**src/hdl/pdec_pkg.sv**
```systemverilog
// ----------------------------------------------------------------------------
// Percent decoder package
// Shared constants, the queue entry type and hex digit helpers.
// ----------------------------------------------------------------------------
package pdec_pkg;

  localparam logic [7:0] PctChar = 8'h25;
  localparam logic [7:0] NotHex  = 8'hFF;

  // Default number of entries in the queue between front and back end.
  localparam int unsigned QueueDepth = 4;

  // One classified input beat: up to three bytes to send, in order.
  typedef struct packed {
    logic [2:0][7:0] bytes;
    logic [1:0]      count;
    logic            last;
  } cmd_t;

  function automatic logic [7:0] hex_value(input logic [7:0] c);
    logic [7:0] v;
    v = NotHex;
    if (c >= 8'h30 && c <= 8'h39) v = c - 8'h30;
    else if (c >= 8'h41 && c <= 8'h46) v = c - 8'h41 + 8'd10;
    else if (c >= 8'h61 && c <= 8'h66) v = c - 8'h61 + 8'd10;
    return v;
  endfunction

endpackage

```
**src/hdl/pdec_queue.sv**
```systemverilog
// ----------------------------------------------------------------------------
// Percent decoder command queue
// Small circular buffer of classified beats between front and back end.
// ----------------------------------------------------------------------------
module pdec_queue #(
  parameter int unsigned Depth = pdec_pkg::QueueDepth
) (
  input  logic           clk_i,
  input  logic           rst_ni,
  input  logic           push_i,
  input  pdec_pkg::cmd_t push_data_i,
  output logic           full_o,
  input  logic           pop_i,
  output logic           head_valid_o,
  output pdec_pkg::cmd_t head_data_o
);

  localparam int unsigned PtrW = (Depth > 1) ? $clog2(Depth) : 1;
  localparam int unsigned CntW = $clog2(Depth + 1);

  pdec_pkg::cmd_t mem_q [Depth];
  logic [PtrW-1:0] wr_ptr_q, wr_ptr_d;
  logic [PtrW-1:0] rd_ptr_q, rd_ptr_d;
  logic [CntW-1:0] count_q, count_d;

  function automatic logic [PtrW-1:0] ptr_next(input logic [PtrW-1:0] p);
    return (p == PtrW'(Depth - 1)) ? '0 : p + 1'b1;
  endfunction

  assign full_o       = (count_q == CntW'(Depth));
  assign head_valid_o = (count_q != '0);
  assign head_data_o  = mem_q[rd_ptr_q];

  always_comb begin
    wr_ptr_d = push_i ? ptr_next(wr_ptr_q) : wr_ptr_q;
    rd_ptr_d = pop_i ? ptr_next(rd_ptr_q) : rd_ptr_q;
    count_d  = count_q;
    if (push_i && !pop_i) begin
      count_d = count_q + 1'b1;
    end else if (!push_i && pop_i) begin
      count_d = count_q - 1'b1;
    end
  end

  always_ff @(posedge clk_i or negedge rst_ni) begin
    if (!rst_ni) begin
      wr_ptr_q <= '0;
      rd_ptr_q <= '0;
      count_q  <= '0;
    end else begin
      wr_ptr_q <= wr_ptr_d;
      rd_ptr_q <= rd_ptr_d;
      count_q  <= count_d;
    end
  end

  always_ff @(posedge clk_i) begin
    if (push_i) begin
      mem_q[wr_ptr_q] <= push_data_i;
    end
  end

endmodule

```
**src/hdl/pdec_front.sv**
```systemverilog
// ----------------------------------------------------------------------------
// Percent decoder front end
// Accepts input beats, tracks pending escapes and classifies each beat into
// the bytes it releases.
// ----------------------------------------------------------------------------
module pdec_front (
  input  logic           clk_i,
  input  logic           rst_ni,
  input  logic           in_valid_i,
  output logic           in_stall_o,
  input  logic [7:0]     in_byte_i,
  input  logic           in_last_i,
  input  logic           q_full_i,
  output logic           push_o,
  output pdec_pkg::cmd_t push_data_o
);

  typedef enum logic [1:0] {
    HeldNone  = 2'd0,
    HeldPct   = 2'd1,
    HeldDigit = 2'd2
  } held_e;

  held_e      held_q, held_d;
  logic [7:0] digit_q, digit_d;

  logic       accept;
  logic [7:0] hv;
  logic [7:0] hi;
  logic       is_hex;
  logic       done;
  pdec_pkg::cmd_t cmd;

  assign in_stall_o = q_full_i;
  assign accept     = in_valid_i && !q_full_i;
  assign hv         = pdec_pkg::hex_value(in_byte_i);
  assign is_hex     = (hv != pdec_pkg::NotHex);

  always_comb begin
    hi = pdec_pkg::hex_value(digit_q);
    if (hi == pdec_pkg::NotHex) begin
      hi = '0;
    end
  end

  always_comb begin
    cmd       = '0;
    cmd.last  = in_last_i;
    held_d    = HeldNone;
    digit_d   = digit_q;
    done      = 1'b0;

    case (held_q)
      HeldPct: begin
        if (is_hex) begin
          done = 1'b1;
          if (in_last_i) begin
            cmd.bytes[0] = pdec_pkg::PctChar;
            cmd.bytes[1] = in_byte_i;
            cmd.count    = 2'd2;
          end else begin
            digit_d = in_byte_i;
            held_d  = HeldDigit;
          end
        end else begin
          cmd.bytes[0] = pdec_pkg::PctChar;
          cmd.count    = 2'd1;
        end
      end
      HeldDigit: begin
        if (is_hex) begin
          done         = 1'b1;
          cmd.bytes[0] = {hi[3:0], hv[3:0]};
          cmd.count    = 2'd1;
        end else begin
          cmd.bytes[0] = pdec_pkg::PctChar;
          cmd.bytes[1] = digit_q;
          cmd.count    = 2'd2;
        end
      end
      default: begin
        cmd.count = 2'd0;
      end
    endcase

    // A broken or absent escape leaves the current byte to be handled afresh.
    if (!done) begin
      if (in_byte_i == pdec_pkg::PctChar && !in_last_i) begin
        held_d = HeldPct;
      end else begin
        case (cmd.count)
          2'd0:    cmd.bytes[0] = in_byte_i;
          2'd1:    cmd.bytes[1] = in_byte_i;
          default: cmd.bytes[2] = in_byte_i;
        endcase
        cmd.count = cmd.count + 2'd1;
      end
    end
  end

  assign push_o      = accept && (cmd.count != 2'd0);
  assign push_data_o = cmd;

  always_ff @(posedge clk_i or negedge rst_ni) begin
    if (!rst_ni) begin
      held_q  <= HeldNone;
      digit_q <= '0;
    end else if (accept) begin
      held_q  <= held_d;
      digit_q <= digit_d;
    end
  end

endmodule

```
**src/hdl/pdec_back.sv**
```systemverilog
// ----------------------------------------------------------------------------
// Percent decoder back end
// Walks the head entry of the queue and drives one output beat per cycle,
// while the output is not stalled, from a registered output stage.
// ----------------------------------------------------------------------------
module pdec_back (
  input  logic           clk_i,
  input  logic           rst_ni,
  input  logic           head_valid_i,
  input  pdec_pkg::cmd_t head_data_i,
  output logic           pop_o,
  output logic           out_valid_o,
  input  logic           out_stall_i,
  output logic [7:0]     out_byte_o,
  output logic           out_last_o
);

  logic [1:0] idx_q, idx_d;
  logic       out_valid_q, out_valid_d;
  logic [7:0] out_byte_q, out_byte_d;
  logic       out_last_q, out_last_d;
  logic       emit;
  logic       final_byte;

  assign emit       = head_valid_i && (!out_valid_q || !out_stall_i);
  assign final_byte = (idx_q == head_data_i.count - 2'd1);
  assign pop_o      = emit && final_byte;

  always_comb begin
    idx_d       = idx_q;
    out_valid_d = out_valid_q && out_stall_i;
    out_byte_d  = out_byte_q;
    out_last_d  = out_last_q;
    if (emit) begin
      out_valid_d = 1'b1;
      out_last_d  = head_data_i.last && final_byte;
      case (idx_q)
        2'd0:    out_byte_d = head_data_i.bytes[0];
        2'd1:    out_byte_d = head_data_i.bytes[1];
        default: out_byte_d = head_data_i.bytes[2];
      endcase
      idx_d = final_byte ? 2'd0 : idx_q + 2'd1;
    end
  end

  always_ff @(posedge clk_i or negedge rst_ni) begin
    if (!rst_ni) begin
      idx_q       <= '0;
      out_valid_q <= 1'b0;
    end else begin
      idx_q       <= idx_d;
      out_valid_q <= out_valid_d;
    end
  end

  always_ff @(posedge clk_i) begin
    out_byte_q <= out_byte_d;
    out_last_q <= out_last_d;
  end

  assign out_valid_o = out_valid_q;
  assign out_byte_o  = out_byte_q;
  assign out_last_o  = out_last_q;

endmodule

```
**src/hdl/percent_decoder_core.sv**
```systemverilog
// ----------------------------------------------------------------------------
// Percent decoder core
// Streaming URI percent decoder with valid/stall channels on both sides.
// ----------------------------------------------------------------------------
// One input byte is accepted per cycle as long as the command queue has room
// (QueueDepth entries). The front end turns each input beat into zero to
// three output bytes in the same cycle and queues them; the back end sends
// one output beat per cycle from its output register while the output is not
// stalled. Output valid rises once the beat has been written to the queue
// and then registered in the output stage. A beat that produces no output
// (a held '%' or hex digit) takes no queue entry and no output beat. Runs of
// broken escapes that release more bytes than they take fill the queue, and
// the input is then stalled until the back end catches up. There is no
// clearing pass: the block can accept a beat as soon as reset is released.
module percent_decoder_core #(
  parameter int unsigned QueueDepth = pdec_pkg::QueueDepth
) (
  input  logic       clk_i,
  input  logic       rst_ni,
  input  logic       in_valid_i,
  output logic       in_stall_o,
  input  logic [7:0] in_byte_i,
  input  logic       in_last_i,
  output logic       out_valid_o,
  input  logic       out_stall_i,
  output logic [7:0] out_byte_o,
  output logic       out_last_o
);

  logic           q_full;
  logic           push;
  pdec_pkg::cmd_t push_data;
  logic           pop;
  logic           head_valid;
  pdec_pkg::cmd_t head_data;

  pdec_front u_front (
    .clk_i       (clk_i),
    .rst_ni      (rst_ni),
    .in_valid_i  (in_valid_i),
    .in_stall_o  (in_stall_o),
    .in_byte_i   (in_byte_i),
    .in_last_i   (in_last_i),
    .q_full_i    (q_full),
    .push_o      (push),
    .push_data_o (push_data)
  );

  pdec_queue #(
    .Depth (QueueDepth)
  ) u_queue (
    .clk_i        (clk_i),
    .rst_ni       (rst_ni),
    .push_i       (push),
    .push_data_i  (push_data),
    .full_o       (q_full),
    .pop_i        (pop),
    .head_valid_o (head_valid),
    .head_data_o  (head_data)
  );

  pdec_back u_back (
    .clk_i        (clk_i),
    .rst_ni       (rst_ni),
    .head_valid_i (head_valid),
    .head_data_i  (head_data),
    .pop_o        (pop),
    .out_valid_o  (out_valid_o),
    .out_stall_i  (out_stall_i),
    .out_byte_o   (out_byte_o),
    .out_last_o   (out_last_o)
  );

endmodule

```
**config.mk**
```make
export PLATFORM = sky130hd
export DESIGN_NAME = percent_decoder_core
export DESIGN_NICKNAME = d
export VERILOG_FILES = /design/src/hdl/pdec_pkg.sv /design/src/hdl/pdec_queue.sv /design/src/hdl/pdec_front.sv /design/src/hdl/pdec_back.sv /design/src/hdl/percent_decoder_core.sv
export SDC_FILE = /design/constraint.sdc
export NUM_CORES = 1
export LEC_CHECK = 0
export BUFFER_PORTS_ARGS = -buffer_cell sky130_fd_sc_hd__buf_2
export CELL_PAD_IN_SITES_DETAIL_PLACEMENT = 1
export CELL_PAD_IN_SITES_GLOBAL_PLACEMENT = 1
export CORE_MARGIN = 2
export CORE_UTILIZATION = 54
export CTS_BUF_LIST = sky130_fd_sc_hd__clkbuf_8
export DETAILED_ROUTE_END_ITERATION = 7
export HOLD_SLACK_MARGIN = 0.08
export PLACE_DENSITY_LB_ADDON = 0.1
export SLEW_MARGIN = 25
export SYNTH_ARGS = -nofsm -noshare
export SYNTH_HDL_FRONTEND = slang
export SYNTH_SLANG_ARGS = --single-unit
```
**constraint.sdc**
```tcl
create_clock -name clk_i -period 4.12 [get_ports clk_i]
set_clock_uncertainty 0.2 [all_clocks]
set_input_delay 0.206 -clock clk_i [delete_from_list [all_inputs] [get_ports clk_i]]
set_output_delay 0.206 -clock clk_i [all_outputs]
set_load 0.05 [all_outputs]
```
* Word level (Yosys, flattened, before mapping) *
Memories as Yosys holds them, arrays and structs flattened.
Cells that the tools add are included.
W data, S select, Z words.

storage, ports and cells
  bits in writable memories = 108
  bits in registers = 29
  memories = 1

memories
  name           words  width  rd ports  clocked after memory_dff  wr ports  RTL line          RTL
  u_queue.mem_q  4      27     1         0                         1         pdec_queue.sv:21  pdec_pkg::cmd_t mem_q [Depth];

cells by class
  eq/ne operators = 11
  $add $sub $neg = 17
  multiplexer cells = 35
  bitwise gates (word level) = 1
  order comparisons = 12
  reduce and logical (&&, ||, !) cells = 30

operator list
  operator               number
  $mux W8                11
  $mux W26               2
  $add A8 B4 Y8 const B  4
  $ge A8 B7 Y1 const B   4
  $le A8 B7 Y1 const B   4
  $pmux W16 S2           1
  $sub A8 B7 Y8 const B  4
  $mux W10               2
  $mux W18               1
  $ge A8 B6 Y1 const B   2
  $le A8 B6 Y1 const B   2
  $mux W2                8
  $pmux W8 S2            1
  $sub A8 B6 Y8 const B  2
  $logic_and A1 B1 Y1    15
  $add A2 B1 Y2 const B  4
  $eq A8 B6 Y1 const B   1
  $eq A8 B8 Y1 const B   1
  $ne A8 B8 Y1 const B   1
  $eq A2 B1 Y1 const B   3
  $eq A2 B2 Y1 const B   3
  $logic_not A1 Y1       6
  $mux W3                2
  $mux W1                5
  14 further kinds       17

* Logic depth before layout (Yosys ltp) *
Gate-level depths: netlist of run 1.

  word-level depth = 20
  mapped depth = 22
  gate-level depth less buffers = 20

* Cells and area by module *
A second synthesis of run 1 with hierarchy kept.

second synthesis, totals
  cells, all modules = 445
  area, all modules = 6628.9 um2

modules (own cells, without submodules)
  module      area each (um2)  sequential area each (um2)  times used  cells an instance
  pdec_queue  4322.9           3418.3                      1           178
  pdec_front  1682.9           250.2                       1           204
  pdec_back   623.1            345.3                       1           63

* Least setup slack after synthesis of run 1 *
Ideal clock, no wire load.

  path type = input-to-reg
  from = input in_byte_i[0]
  to = register u_queue.count_q[1]
  setup slack = -54 ps
  data arrival time = 3850 ps
  data required time = 3795 ps
  stages on the path = 20
  path through = clkbuf_1 inv_1 ha_1 or3b_1 a22oi_2 nor3_1 nor3_4 buf_2 nand2_1 o21ai_0 nand2b_1 ha_1 nand3_1 o31ai_1 a31oi_1 a21oi_1 ha_1 inv_1 fa_1 mux2_2

between the ends
  elaborated cells on any way between the ends = 35

RTL lines
  item                                                  RTL line                            RTL
  from (decl)                                           percent_decoder_core.sv:22          input logic [7:0] in_byte_i,
  $sub A8 B7 Y8, or another cell as far along           pdec_pkg.sv:25                      else if (c >= 8'h61 && c <= 8'h66) v = c - 8'h61 + 8'd10;
  $add A8 B4 Y8 or $logic_and A1 B1 Y1 (tied branches)  pdec_pkg.sv:25
  $mux W8                                               pdec_pkg.sv:25
  $mux W8                                               pdec_pkg.sv:24                      else if (c >= 8'h41 && c <= 8'h46) v = c - 8'h41 + 8'd10;
  $mux W8                                               pdec_pkg.sv:23                      if (c >= 8'h30 && c <= 8'h39) v = c - 8'h30;
  $ne A8 B8 Y1                                          pdec_front.sv:37                    assign is_hex = (hv != pdec_pkg::NotHex);
  $mux W10, on equally long branches                    pdec_front.sv:71, pdec_front.sv:55
  $pmux W2 S2                                           pdec_front.sv:53                    case (held_q)
  $add A2 B1 Y2                                         pdec_front.sv:96                    cmd.count = cmd.count + 2'd1;
  $mux W26                                              pdec_front.sv:88                    if (in_byte_i == pdec_pkg::PctChar && !in_last_i) begin
  $mux W26 (*)                                          pdec_front.sv:87                    if (!done) begin
  $reduce_bool A2 Y1 (*)                                pdec_front.sv:101                   assign push_o = accept && (cmd.count != 2'd0);
  $logic_and A1 B1 Y1 (*)                               pdec_front.sv:101
  via push                                              percent_decoder_core.sv:31          logic push;
  $logic_and A1 B1 Y1 (*)                               pdec_queue.sv:38                    if (push_i && !pop_i) begin
  $mux W3 (*)                                           pdec_queue.sv:38
  via u_queue.count_d[1]                                pdec_queue.sv:24                    logic [CntW-1:0] count_q, count_d;
  to (signal assigned)                                  pdec_queue.sv:53                    count_q <= count_d;
  to (decl)                                             pdec_queue.sv:24

The timed path passes the listed nets; every way through them passes the cells marked *.
A chain may end at the register's enable or synchronous reset.

* Final worst setup path of run 1 *
  from = input in_byte_i[3]
  to = register u_queue.count_q[2]

between the ends
  longest elaborated chain between the ends = 16
  elaborated cells on any way between the ends = 35

RTL lines
  item                                                  RTL line                            RTL
  $sub A8 B7 Y8, or another cell as far along           pdec_pkg.sv:25
  $add A8 B4 Y8 or $logic_and A1 B1 Y1 (tied branches)  pdec_pkg.sv:25
  $mux W8                                               pdec_pkg.sv:25
  $mux W8                                               pdec_pkg.sv:24
  $mux W8                                               pdec_pkg.sv:23
  $ne A8 B8 Y1                                          pdec_front.sv:37
  $mux W10, on equally long branches                    pdec_front.sv:71, pdec_front.sv:55
  $pmux W2 S2                                           pdec_front.sv:53
  $add A2 B1 Y2                                         pdec_front.sv:96
  $mux W26                                              pdec_front.sv:88
  $mux W26 (*)                                          pdec_front.sv:87
  $reduce_bool A2 Y1 (*)                                pdec_front.sv:101
  $logic_and A1 B1 Y1 (*)                               pdec_front.sv:101
  via push                                              percent_decoder_core.sv:31
  $logic_not A1 Y1                                      pdec_queue.sv:40                    end else if (!push_i && pop_i) begin
  $logic_and A1 B1 Y1                                   pdec_queue.sv:40
  $reduce_bool A2 Y1 (no source line)                   n/a

Marks and branches as above.

==> summary.txt, run 1 <==
Timing
  – Pin slew with the least headroom to its limit: 969.0 ps
  – Setup-failing EPs final: 0
  – Final WS setup: 189.7 ps
  – Hold Fails Final Rpt: 0
  – Worst hold slack: roughly 140 ps
  – Post-route setup TNS: 0 ps
  – Min cycle time layout: 3930 ps
  – Slew headroom: 0.3480
  – Max-slew violations: 0
  – Crit share post-route: 0.9540
  – Upper clock frequency limit: 254.4 MHz

Global route
  – Global-route wire length before repair: about 24000 µm
  – GRT Util Overall: 0.2563
  – Vias in the first global route: 4398
  – GRT overflow: 0
  – Largest net degree at the start of global routing: 28
  – Initial antenna violation count: 0

Power and ir drop
  – Clock share of power: 0.267
  – Comb power frac: 0.302
  – Leakage: 2.833 nW
  – Internal Pwr Total: 3.096 mW
  – Switching power total: 1.450 mW
  – Switch share: 0.3189
  – Flop pwr share: 0.431
  – PwrDens: 603.8 mW/mm²
  – VDD IR max: 0.2989 mV
  – Total Power: 4.546 mW

Drt
  – Drt pass-1 iters: 5
  – Antenna viol nets, final: 0
  – Via count: slightly above 4000
  – Via density: 6.098
  – Starting DRT DRC Count: 274
  – Post-Route WL: 15350 µm
  – DRC: 0
  – Routed len/inst: 23.08 µm

Cells and area
  – Diode count: 0
  – Layout cells sized above 1: 0.2394
  – Synth-to-layout area growth: 15.64%
  – Fillcell total: 1152
  – Most frequent cells in the layout: 117 x edfxtp_1, 32 x o21ai_0, 28 x nand2_1, 27 x mux4_2, 26 x inv_1
  – Most common cell after layout, fill and taps aside: edfxtp_1
  – Fin area: 0.007528 mm²
  – Fin nets: 546

Clocking
  – Clock sink count: 137
  – Max Root-Sink Buffers: 2
  – Clk slew on worst S/H paths: 80 ps
  – CTS Buf Count: 17
  – Htree depth: 4
  – CTS tree: done
  – Clk Tree Root Cell: clkbuf_8
  – Worst-skew pair later-pin latency: 440 ps

Floorplanning
  – Ports: 24
  – Num rows: 40
  – Die area: 0.01295 mm²
  – Initial core utilization: 0.5465
  – Core Box Area: 0.01191 mm²
  – Die Ht: 113.8 µm
  – Die width: 113.8 µm

Logic synthesis
  – Number of register bits inferred by synthesis: 137
  – FFs w/ async S/R, synth: 0.1460
  – Synthesized area: 0.006510 mm²
  – Synth unique cells: 54
  – Synthesized instance count: 451
  – Syn nets: just under 500
  – Syn_area_per_cell: 14.43 µm²
  – Main flop type after synthesis: edfxtp_1
  – Warnings, synthesis: 0
  – Sequential fraction of the synthesis area: 0.6166
  – EDFF count, synth: ~120

Worst setup path
  – Worst Setup Start Kind: input port
  – Crit-path max FO: 9
  – Worst path required time: 4280 ps
  – CP arrival: 4090 ps
  – CP Class: in2reg
  – Endpoint class of the critical path: register
  – Worst Setup SP: in_byte_i[3]
  – R2r startpoint: u_queue.rd_ptr_q[0]

Placed design
  – Placer's final routability congestion estimate: 0.8911
  – Port bufs: 23
  – Cell Area, Placed: 0.006892 mm²
  – Dpl hpwl: 10240 µm
  – Dpl ws: -54.81 ps

Status
  – Status: completed

Run
  – Max cap viols: 0

Hold path
  – Worst min path class: in2async
-- metal layers --
layer,track usage,vias to the layer above,part of all wire
met2,0.4164,133,0.50
met4,0.09512,0,0.026
met1,0.3487,2061,0.43
li1,-,1829,-
met5,0,-,0
met3,0.04888,32,0.044
-- timing repair --
item | in CTS | in global routing
setup buffers | 0 | 3
endpoints found under the setup margin | 0 | 2
hold endpoints to repair | 62 | 0
hold buffers | 14 | 0
gates resized for setup | 0 | 12
-- stage by stage --
step / std cells / util
after global routing: 665 / 0.6320
after global placement: 616 / 0.5786
after CTS: 662 / 0.6273
after detailed placement: 616 / 0.5786
after floorplan: 451 / -
final: 665 / 0.6320
-- power by group through the flow --
stage          combinational, mW  sequential [mW]  clock (mW)
4_1_cts                     1.39             1.96        1.23
5_1_grt                     1.50             1.99        1.29
3_3_place_gp                1.33             1.96           0
3_5_place_dp                1.37             1.99           0
6_report                    1.38             1.96        1.21
2_1_floorplan              0.847             2.10           0
-- critical path: stages --
cell and delay (ps):
dlygate4sd3_1 530, buf_2 190, or3b_4 390, a22oi_2 240
nor3_2 100, nor3_4 220, nand2_1 80, o21ai_0 90
nand2b_1 110, ha_1 310, nand3_1 70, o31ai_1 80
a31oi_1 120, a21oi_2 240, ha_2 220, inv_1 60
fa_1 370, xor2_1 170, nor2_1 120, xor2_1 180
-- layout make-up --
class,count,area [µm²],area share
Sequential cell,137,4015,0.5333
Multi-Input combinational cell,266,2340,0.3108
Timing Repair Buffer,56,447.9,0.05950
Clock buffer,17,234.0,0.03108
Clock inverter,15,206.4,0.02742
Tap cell,147,183.9,0.02443
Inverter,27,101.3,0.01346
-- registers in the layout (all words and copies together), names as in the netlist --
| signal | count |
|---|---|
| u_queue.mem_q | 108 |
| u_back.out_byte_o | 8 |
| u_front.digit_q | 8 |
| u_queue.count_q | 3 |
| u_back.idx_q | 2 |
| u_front.held_q | 2 |
| u_queue.rd_ptr_q | 2 |
| u_queue.wr_ptr_q | 2 |
| u_back.out_last_o | 1 |
| u_back.out_valid_o | 1 |
-- worst paths after layout --
check / endpoint / slack (ps) / cells past startpoint
setup / recovery: u_queue.count_q[2] / 190 / 20
hold / removal: u_queue.wr_ptr_q[1] / 140 / 3
setup reg to reg: u_queue.count_q[2] / 700 / 11
hold reg to reg: u_front.held_q[0] / 330 / 2
max in group asynchronous: u_queue.rd_ptr_q[0] / 3220 / 3
min in group clk_i: u_queue.mem_q[2][11] / 180 / 3
-- logic make-up after synthesis --
family          share of synthesized area
compound gates                    0.08514
xor+xnor                          0.01211
fa+ha+maj                         0.05497
buf+inv                           0.02922
flops                              0.6166
mux                                0.1074
simple gates                      0.09456
-- cell usage after synthesis (all sizes together), types with 3 or more instances --
cell type / count / area, µm²
edfxtp: 117 / 3513
o21ai: 32 / 160.2
nand2: 28 / 105.1
ha: 27 / 337.8
inv: 27 / 101.4
mux4: 27 / 608.1
nor2: 23 / 86.33
dfrtp: 20 / 500.5
a21oi: 11 / 55.05
a22o: 11 / 96.34
buf: 11 / 51.30
a22oi: 10 / 80.07
clkbuf: 10 / 37.54
and2: 8 / 50.05
nand3: 7 / 35.03
mux2: 6 / 71.31
nand2b: 6 / 37.54
nor3: 6 / 41.29
nor4: 6 / 37.54
nor4b: 6 / 67.56
xnor2: 6 / 52.55
and3: 5 / 31.28
nor3b: 4 / 40.03
o31ai: 3 / 22.52
xor2: 3 / 26.28
Note: power is estimated with default switching activity, not from simulation.
==> inputs of run 2 (changes only) <==
--- a/config.mk
+++ b/config.mk
@@ -14,7 +14,8 @@
 export DETAILED_ROUTE_END_ITERATION = 7
 export HOLD_SLACK_MARGIN = 0.08
 export PLACE_DENSITY_LB_ADDON = 0.1
-export SLEW_MARGIN = 25
+export RECOVER_POWER = 50
+export SLEW_MARGIN = 40
 export SYNTH_ARGS = -nofsm -noshare
 export SYNTH_HDL_FRONTEND = slang
 export SYNTH_SLANG_ARGS = --single-unit
==> run 2 against run 1 <==
Net effect:
- critical path depth is the same
- power is 4.6% lower
- non-clock buffer count up 1
- clock power shrank 15%
- sequential power about the same
- combinational power about the same
- maximum frequency decreased by 0.39%
- cell area shrank 0.70%
==> summary.txt, run 2 (synthesis results as in run 1) <==
Clocking
  – Clk Tree Root Cell: clkbuf_8
  – Worst-skew pair later-pin latency: 440 ps
  – Max Root-Sink Buffers: 2
  – Clock sink count: 137
  – CTS tree: done
  – Clk slew on worst S/H paths: approximately 70 ps
  – CTS Buf Count: 17
  – Htree depth: 4

Timing
  – Pin slew with the least headroom to its limit: 1165 ps
  – Slew headroom: 0.2236
  – Post-route setup TNS: 0 ps
  – Setup-failing EPs final: 0
  – Max-slew violations: 0
  – Crit share post-route: 0.9577
  – Final WS setup: 174.4 ps
  – Hold Fails Final Rpt: 0
  – Upper clock frequency limit: 253.4 MHz
  – Worst hold slack: around 180 ps
  – Min cycle time layout: 3946 ps

Placed design
  – Dpl hpwl: 10210 µm
  – Placer's final routability congestion estimate: roughly 0.89
  – Dpl ws: -64.28 ps
  – Cell Area, Placed: between 0.006 and 0.007 mm²
  – Port bufs: 23

Drt
  – Routed len/inst: 22.53 µm
  – Post-Route WL: 15010 µm
  – Starting DRT DRC Count: 368
  – Antenna viol nets, final: 0
  – Via count: roughly 4000
  – DRC: 0
  – Drt pass-1 iters: 4
  – Via density: 6.024

Cells and area
  – Largest register FFs: about 110
  – Most frequent cells in the layout: 117 x edfxtp_1, 31 x o21ai_0, 28 x nand2_1, 27 x mux4_2, 26 x inv_1
  – Layout Utilization: 0.6276
  – Fin area: ~0.0075 mm²
  – Synth-to-layout area growth: 14.84%
  – Diode count: 0
  – Layout cells sized above 1: 0.2177
  – Most common cell after layout, fill and taps aside: edfxtp_1
  – Fin nets: 547
  – Reg with most FFs: u_queue.mem_q

Hold path
  – Hold Path Depth: 3
  – Worst min path class: in2reg

Floorplanning
  – Core Box Area: 0.01191 mm²
  – Initial core utilization: 0.5465
  – Die area: 0.01295 mm²
  – Ports: 24
  – Num rows: 40
  – Die width: 113.8 µm
  – Die Ht: 113.8 µm

Power and ir drop
  – PwrDens: 579.9 mW/mm²
  – Leakage: around 2.8 nW
  – VDD IR max: 0.3095 mV

Worst setup path
  – Worst Setup Start Kind: input port
  – Endpoint class of the critical path: register
  – CP arrival: ~4100 ps
  – Worst path required time: 4280 ps
  – CP Class: in2reg
  – Crit-path max FO: 8
  – Worst reg2reg path depth: 11

Global route
  – Largest net degree at the start of global routing: 28
  – Initial antenna violation count: 0
  – GRT Util Overall: 0.2501
  – Global-route wire length before repair: 23890 µm
  – Vias in the first global route: 4349
  – GRT overflow: 0

Status
  – Status: completed

Run
  – Max cap viols: 0
-- run 2: report_power, final --
part           switching [mW]  internal (mW)
Sequential              0.135           1.82
Clock                   0.501          0.525
Combinational           0.805          0.549
Total                    1.44           2.90
-- run 2: timing repair --
action	in CTS	in global routing
hold buffers	14	0
resized for setup	0	19
setup endpoints to repair	0	2
endpoints found under the hold margin	57	0
buffers inserted	0	4
-- run 2: layout make-up --
| class | instances | area, µm² |
|---|---|---|
| repair buffers | 57 | 442.9 |
| well taps | 147 | 183.9 |
| inverters | 27 | 101.3 |
| fillers | 1150 | 4436 |
| clock inverters | 15 | 135.1 |
| flip-flops and latches | 137 | 4014 |
| multi-input cells | 266 | 2365 |
| clock buffers | 17 | 234.0 |
-- run 2: per-stage QoR --
step	power (mW)	cells
floorplan	2.944	451
global placement	3.297	616
detailed placement	3.365	616
CTS	4.391	662
global route	4.570	666
finish	4.336	666
-- run 2: routing by layer --
metal | global-route usage | up-vias | share of wire
met5 | 0 | - | 0
met4 | 0.08780 | 0 | 0.018
met3 | 0.05685 | 24 | 0.044
met2 | 0.4072 | 97 | 0.50
met1 | 0.3354 | 2052 | 0.44
li1 | - | 1839 | -
-- run 2: worst max-delay path, stage by stage --
cell and delay (ps):
dlygate4sd3_1 540, clkbuf_4 210, nor4b_1 370, mux2i_2 160, nor3b_4 280, nor3_4 90, buf_4 140, nor2_1 90
a21oi_1 70, ha_1 310, nand3_1 70, o31ai_1 80, a31oi_1 120, a21oi_2 250, ha_2 230, inv_1 60
fa_1 370, xor2_1 170, nor2_1 140, xor2_1 170
-- run 2: worst paths after layout --
kind                                     start                    to  slack, ps
hold reg to reg             u_back.out_valid_o    u_back.out_valid_o        320
setup / recovery                  in_byte_i[5]    u_queue.count_q[2]        170
setup reg to reg           u_queue.rd_ptr_q[0]    u_queue.count_q[2]        480
max in group asynchronous               rst_ni    u_back.out_valid_o       2580
min in group asynchronous               rst_ni    u_front.digit_q[0]        430
hold / removal                    in_byte_i[0]  u_queue.mem_q[3][11]        180
